==> config.mk <==
export PLATFORM = sky130hd
export DESIGN_NAME = cpc_stage
export DESIGN_NICKNAME = d
export VERILOG_FILES = /design/src/sv/cpc_pkg.sv /design/src/sv/cpc_stage.sv
export SDC_FILE = /design/constraint.sdc
export NUM_CORES = 1
export LEC_CHECK = 0
export BUFFER_PORTS_ARGS = -buffer_cell sky130_fd_sc_hd__buf_2
export CORE_ASPECT_RATIO = 0.7
export CORE_MARGIN = 1.5
export CORE_UTILIZATION = 56
export DETAILED_ROUTE_END_ITERATION = 6
export PLACE_DENSITY = 0.87
export SLEW_MARGIN = 20
export SYNTH_ARGS = -nofsm -noshare
export SYNTH_HDL_FRONTEND = slang
export SYNTH_SLANG_ARGS = --single-unit
export TNS_END_PERCENT = 100
==> constraint.sdc <==
create_clock -name clk_i -period 4.4 [get_ports clk_i]
set_input_delay 0.22 -clock clk_i [delete_from_list [all_inputs] [get_ports clk_i]]
set_output_delay 0.22 -clock clk_i [all_outputs]
set_load 0.01 [all_outputs]
==> src/sv/cpc_pkg.sv <==
// shared constants, types and the arctangent table of the coordinate converter
package cpc_pkg;

  // default configuration
  localparam int unsigned ITERATIONS_DEF = 16;
  localparam int unsigned DATA_WIDTH_DEF = 16;

  // fraction bits added to the operands inside the datapath
  localparam int unsigned GUARD = 16;

  // internal angle: 32 bits per full turn plus one sign bit for rotation mode
  localparam int unsigned ANGLE_W = 32;
  localparam int unsigned ZW      = ANGLE_W + 1;

  // reciprocal of the limit gain of the rotation sequence, q30
  localparam int unsigned GAIN_W     = 30;
  localparam int unsigned GAIN_SHIFT = 30 + GUARD;
  localparam logic [GAIN_W-1:0] GAIN_Q30 = 30'h26DD3B6A;

  // operation of one beat
  typedef enum logic {
    KIND_TO_POLAR = 1'b0,
    KIND_TO_CART  = 1'b1
  } cpc_kind_e;

  // control that travels with each vector
  typedef struct packed {
    cpc_kind_e kind;
    logic      zero;
  } cpc_ctl_t;

  // round(atan(2^-i) * 2^31 / pi)
  function automatic logic [ANGLE_W-1:0] atan_lut(input logic [4:0] idx);
    logic [ANGLE_W-1:0] v;
    unique case (idx)
      5'd0:    v = 32'h20000000;
      5'd1:    v = 32'h12E4051E;
      5'd2:    v = 32'h09FB385B;
      5'd3:    v = 32'h051111D4;
      5'd4:    v = 32'h028B0D43;
      5'd5:    v = 32'h0145D7E1;
      5'd6:    v = 32'h00A2F61E;
      5'd7:    v = 32'h00517C55;
      5'd8:    v = 32'h0028BE53;
      5'd9:    v = 32'h00145F2F;
      5'd10:   v = 32'h000A2F98;
      5'd11:   v = 32'h000517CC;
      5'd12:   v = 32'h00028BE6;
      5'd13:   v = 32'h000145F3;
      5'd14:   v = 32'h0000A2FA;
      5'd15:   v = 32'h0000517D;
      5'd16:   v = 32'h000028BE;
      5'd17:   v = 32'h0000145F;
      5'd18:   v = 32'h00000A30;
      5'd19:   v = 32'h00000518;
      5'd20:   v = 32'h0000028C;
      5'd21:   v = 32'h00000146;
      5'd22:   v = 32'h000000A3;
      5'd23:   v = 32'h00000051;
      5'd24:   v = 32'h00000029;
      5'd25:   v = 32'h00000014;
      5'd26:   v = 32'h0000000A;
      5'd27:   v = 32'h00000005;
      5'd28:   v = 32'h00000003;
      5'd29:   v = 32'h00000001;
      5'd30:   v = 32'h00000001;
      default: v = 32'h00000000;
    endcase
    return v;
  endfunction

endpackage

==> src/sv/cpc_stage.sv <==
// one registered cordic micro-rotation with its own valid/ready slot
module cpc_stage
  import cpc_pkg::*;
#(
  parameter int unsigned W     = 35,
  parameter int unsigned SHIFT = 0
) (
  input  logic                clk_i,
  input  logic                rst_ni,
  input  logic                valid_i,
  output logic                ready_o,
  input  cpc_ctl_t            ctl_i,
  input  logic signed [W-1:0] x_i,
  input  logic signed [W-1:0] y_i,
  input  logic signed [ZW-1:0] z_i,
  output logic                valid_o,
  input  logic                ready_i,
  output cpc_ctl_t            ctl_o,
  output logic signed [W-1:0] x_o,
  output logic signed [W-1:0] y_o,
  output logic signed [ZW-1:0] z_o
);

  localparam logic [ZW-1:0] TAB = ZW'(atan_lut(5'(SHIFT)));

  logic                 valid_q;
  cpc_ctl_t             ctl_q;
  logic signed [W-1:0]  x_q, y_q, x_d, y_d;
  logic signed [ZW-1:0] z_q, z_d;
  logic signed [W-1:0]  xs, ys;
  logic                 dir_a;

  // direction: vectoring drives y to zero, rotation drives z to zero
  always_comb begin
    xs    = x_i >>> SHIFT;
    ys    = y_i >>> SHIFT;
    dir_a = (ctl_i.kind == KIND_TO_POLAR) ? !y_i[W-1] : z_i[ZW-1];
    if (dir_a) begin
      x_d = x_i + ys;
      y_d = y_i - xs;
      z_d = z_i + $signed(TAB);
    end else begin
      x_d = x_i - ys;
      y_d = y_i + xs;
      z_d = z_i - $signed(TAB);
    end
  end

  assign ready_o = !valid_q || ready_i;

  // slot valid
  always_ff @(posedge clk_i or negedge rst_ni) begin
    if (!rst_ni) begin
      valid_q <= 1'b0;
    end else if (ready_o) begin
      valid_q <= valid_i;
    end
  end

  // slot payload
  always_ff @(posedge clk_i) begin
    if (ready_o && valid_i) begin
      ctl_q <= ctl_i;
      x_q   <= x_d;
      y_q   <= y_d;
      z_q   <= z_d;
    end
  end

  assign valid_o = valid_q;
  assign ctl_o   = ctl_q;
  assign x_o     = x_q;
  assign y_o     = y_q;
  assign z_o     = z_q;

endmodule

; ---- Yosys cells after proc, flatten, opt, wreduce, memory -nomap -nowiden
; Index checks and enable logic that the tools add are counted.
[classes]
addsub = 5
n_mux = 4
reduce_logical = 4
[ops]
columns = operator, n
row1 = two-way mux 35 bit, 2
row2 = subtractor 35 bit, 2
row3 = adder 35 bit, 1
row4 = adder 33 x 31 -> 33 bit (second input constant), 1
row5 = two-way mux 33 bit, 1
row6 = subtractor 33 x 31 -> 33 bit (second input constant), 1
row7 = zero test 1 bit, 2
row8 = logical AND 1 bit, 1
row9 = logical OR 1 bit, 1
row10 = two-way mux 1 bit, 1
[word_totals]
register_bits = 106
inputBits = 109
out_inout_bits = 107
elab_cells = 19

; ---- Longest topological paths before layout
[logic_depth]
word_depth = 3
ltp_mapped = 11

; ---- Worst setup path before layout
; No wires, ideal clock.
[synth_path]
kind = reg2reg
start = register valid_q (netlist: valid_o)
end = register ctl_q (netlist bit ctl_o[0]) (enable)
setup_ns = 0.475
arrival_time_ns = 3.007
slack_ns = 0.918
stages_incl_launch_ff = 3
n_path_buf = 0
period_less_slack_ns = 3.482
path_cell_list = dfrtp_1 -> nand2b_1 -> and2_1
[synth_between]
elab_chain_cells = 3
[synth_rtl]
columns = item, line
row1 = start: declaration, cpc_stage.sv:26  ; logic valid_q;
row2 = start signal: assignment, cpc_stage.sv:56  ; valid_q <= valid_i;
row3 = zero test 1 bit, cpc_stage.sv:49  ; assign ready_o = !valid_q || ready_i;
row4 = logical OR 1 bit, cpc_stage.sv:49
row5 = via ready_o, cpc_stage.sv:11  ; output logic ready_o,
row6 = logical AND 1 bit, cpc_stage.sv:62  ; if (ready_o && valid_i) begin
row7 = end signal: assignment, cpc_stage.sv:63  ; ctl_q <= ctl_i;
row8 = end: declaration, cpc_stage.sv:27  ; cpc_ctl_t ctl_q;
; The timed path passes the listed nets, and every way through them passes these cells.
; A chain may end at the register's enable or synchronous reset.

; ---- Final worst setup path
[layout_path]
start = input port x_i[23]
end = register x_q[34] (netlist: x_o[34]) (data pin)
[layout_between]
elab_chain_cells = 2
[layout_rtl]
columns = item, line
row1 = start: declaration, cpc_stage.sv:13  ; input logic signed [W-1:0] x_i,
row2 = subtractor 35 bit or adder 35 bit (tied branches), "cpc_stage.sv:43, cpc_stage.sv:39"
row3 = two-way mux 35 bit (*), cpc_stage.sv:38  ; if (dir_a) begin
row4 = via x_d[34], cpc_stage.sv:28  ; logic signed [W-1:0] x_q, y_q, x_d, y_d;
row5 = end signal: assignment, cpc_stage.sv:64  ; x_q <= x_d;
row6 = end: declaration, cpc_stage.sv:28
; Mark *: on every way through the listed nets, which the timed path passes. The rest lies on a longest branch.

==> metrics.yaml <==
route:
  drcViolationCount: 0
  ant_nets: 0
  wl_mm: 33.9
  dr.pass1.iters: 6
  vias_per_cell: 6.36
  vias: 9734
  drt_iter0_drc: 1367
  wire_per_inst_microns: 22.1
cts:
  cts.sinks: 105
  cts_tree: "built"
  htree_levels: 3
  clk_latency_ns: 0.37
  ctsResizeCount: 0
  cts_root_buf: "clkbuf_16"
  clockBufferDepth: 2
  cts-buffers-inserted: 9
  clk_pin_slew_worst_paths_ns: 0.07
yosys:
  synthCells: 1107
  muxShareOfSynthArea_pct: 1.24
  yosys.area_share.simple_pct: 14.7
  synthAdderAreaFrac_pct: 14.4
  synth-edff-count: 104
  synth_async_sr_flop_share_pct: 0.952
  synth_compound_area_share_pct: 25.0
  yosys-top-cells-area: "edfxtp_1 32%, ha_1 14%, a21oi_1 6.6%"
  syn_area_per_cell_sq_um: 8.85
  yosysUniqueCellTypes: 88
  yosys.area_share.xor_xnor_pct: 6.17
  synth-seq-area-share_pct: 32.1
  synth_fp_nets: 1326
  synth_top_family_by_area: "compound AO/OA/AOI/OAI gates"
  synth_top_area_cell: "edfxtp_1"
  synthesis.area_sq_um: 9790
  synth_top_area_share_pct: 31.9
  synth_seq_cells: 105
  synth_warnings: 0
  synth_flop_cell: "edfxtp_1"
timing:
  slew_violations: 0
  finalCriticalPeriod_ns: 3.07
  finalSetupViolations: 0
  clock_skew_ns: 0.0157
  min_period_over_period_pct: 69.7
  hold_violations: 0
  rsz0062_at_grt: "no"
  slew_headroom_pct: 29.7
  max_freq_mhz: 326
  tns_ns: 0
  worst_slew_pin_slew_ns: 1.05
layout:
  nFillCells: 1459
  regArea_sq_um: 3150
  drive_gt1_share_pct: 21.3
  synthToLayoutAreaGrowth_pct: 15.3
  multi_input_area_sq_um: 6020
  nNetsFinal: 1514
  n_antenna_cell: 0
  final_cells: 1530
  utilization_pct: 66.0
critical_path:
  start_kind: "input pin"
  path_max_fanout: 11
  cp-startpoint: "x_i[23]"
  ff2ff_path_depth: 3
  endpoint_kind: "register"
  arrival_ns: 3.16
  required_ns: 4.50
  crit_type: "input pin to register"
  r2r_start: "valid_o"
global_route:
  antenna_found_initial: 0
  grt_pass1_vias: 8914
  grt_max_degree: 82
  grt_first_pass_wirelength_mm: 50.9
  overflow: 0
  groute.usage.overall_pct: 36.8
run:
  drv_cap: 0
floorplan:
  core_sq_um: 17100
  io_pins: 216
  die_w_microns: 161
  row_count: 40
  die_y_microns: 114
  initial_core_util_pct: 57.2
  die-area_sq_um: 18300
min_path:
  worstHoldStart: "z_i[8]"
  min_path_type: "input pin to register"
  holdPathStages: 1
placement:
  port_buffers: 215
  gp_congestion: 1.07
  place_inst: 1514
  detailed_place_hpwl_mm: 27.2
power_and_ir_drop:
  irDropWorstVdd_uv: 309
  power.leakage_nw: 4.92
  power_density_nw_per_um2: 307
  report.power.total_mw: 3.46
outcome:
  status: "finished clean"
metal layers:
layer	up-vias	GRT usage, %	wire length, microns
met5	-	4.55	50
met2	735	47.4	12600
met1	4570	54.2	14900
li1	4385	-	-
met4	2	5.93	354
met3	42	18.7	5890
kinds of logic (layout without fill, tap and decap cells):
logic type               Yosys count  count (layout)
buffers and inverters            156             348
XOR/XNOR                          69              69
AO/OA/AOI/OAI                    371             371
adder cells (fa/ha/maj)          110             110
AND/OR/NAND/NOR                  284             284
multiplexers                      12              12
flip-flops                       105             105
path summary, 6_finish.rpt:
kind,end,slack (ns)
setup / recovery,x_o[34],1.33
setup reg to reg,z_o[24],2.21
max in group asynchronous,valid_o,4.16
hold / removal,z_o[8],0.04
hold reg to reg,valid_o,0.57
min in group asynchronous,valid_o,0.16
stage by stage:
step | hold slack, ns | instance area [sq um] | setup slack (ns)
final | 0.0371 | 11300 | 1.33
after global routing | 0.0264 | 11300 | 1.25
after CTS | 0.0304 | 11300 | 1.52
after detailed placement | -0.000680 | 11000 | 1.16
after global placement | -0.00467 | 11000 | 1.18
after floorplan | -0.0756 | 9790 | 0.918
cells in the final DEF, fill, tap and decap left out, types with 4 or more instances in the layout:
master / synthesis / final
buf_4: 6 / 7
a211oi_1: 19 / 19
nand4_1: 17 / 17
nor3_1: 30 / 30
nor2b_1: 16 / 16
clkbuf_16: 0 / 9
inv_1: 106 / 106
and3_1: 6 / 6
or3_1: 5 / 5
fa_1: 4 / 4
o211ai_1: 11 / 11
edfxtp_1: 104 / 104
a31oi_1: 8 / 8
o21ai_1: 4 / 4
o31a_1: 5 / 5
o21bai_1: 22 / 22
o2111ai_1: 4 / 4
buf_2: 18 / 215
or2_2: 5 / 5
nand2b_1: 14 / 14
o21a_1: 11 / 11
nor4_1: 11 / 11
o31ai_1: 12 / 12
a21oi_1: 129 / 129
nand2_1: 51 / 51
a21o_1: 19 / 19
mux2i_1: 11 / 11
xnor2_1: 63 / 63
o21ai_0: 74 / 74
ha_1: 106 / 106
nand3_1: 20 / 20
nor2_1: 82 / 82
xor2_1: 6 / 6
what timing repair did:
item,in CTS,in global routing
hold buffers,1,0
hold endpoints to repair,1,0
buffers inserted,0,0
critical path: stages:
cell       delay [ns]
buf_2            0.11
inv_1            0.05
ha_1             0.29
buf_4            0.18
inv_1            0.22
a21oi_1          0.14
o311ai_2         0.57
a211oi_1         0.20
o41ai_2          0.56
or3b_1           0.40
o2111ai_1        0.12
xnor2_1          0.09
cell type report:
class                           count  share of cell area, %
Multi-Input combinational cell    846                   53.3
Sequential cell                   105                   27.9
Timing Repair Buffer              223                   10.1
Inverter                          110                   3.66
Tap cell                          231                   2.56
Clock buffer                       10                   2.03
Clock inverter                      5                  0.510
registers in the layout, indices dropped and copies added (netlist names):
name	cells
ctl_o	2
y_o	35
x_o	34
z_o	33
valid_o	1
Yosys cell counts (all sizes together), types with 17 or more instances:
master and n:
o21ai 79, nand3 20, nor3 32, a211oi 21, nor2b 17, ha 106
nand2 51, a21o 19, nand4 17, inv 108, nor2 84, xnor2 63
edfxtp 104, buf 31, a21oi 131, o21bai 22
where the power goes:
part           switching (mW)  internal [mW]  total, mW
clock                   0.363          0.438      0.801
sequential             0.0334           1.26       1.29
combinational           0.891          0.480       1.37
No activity file was read; power rests on OpenSTA's default activity.
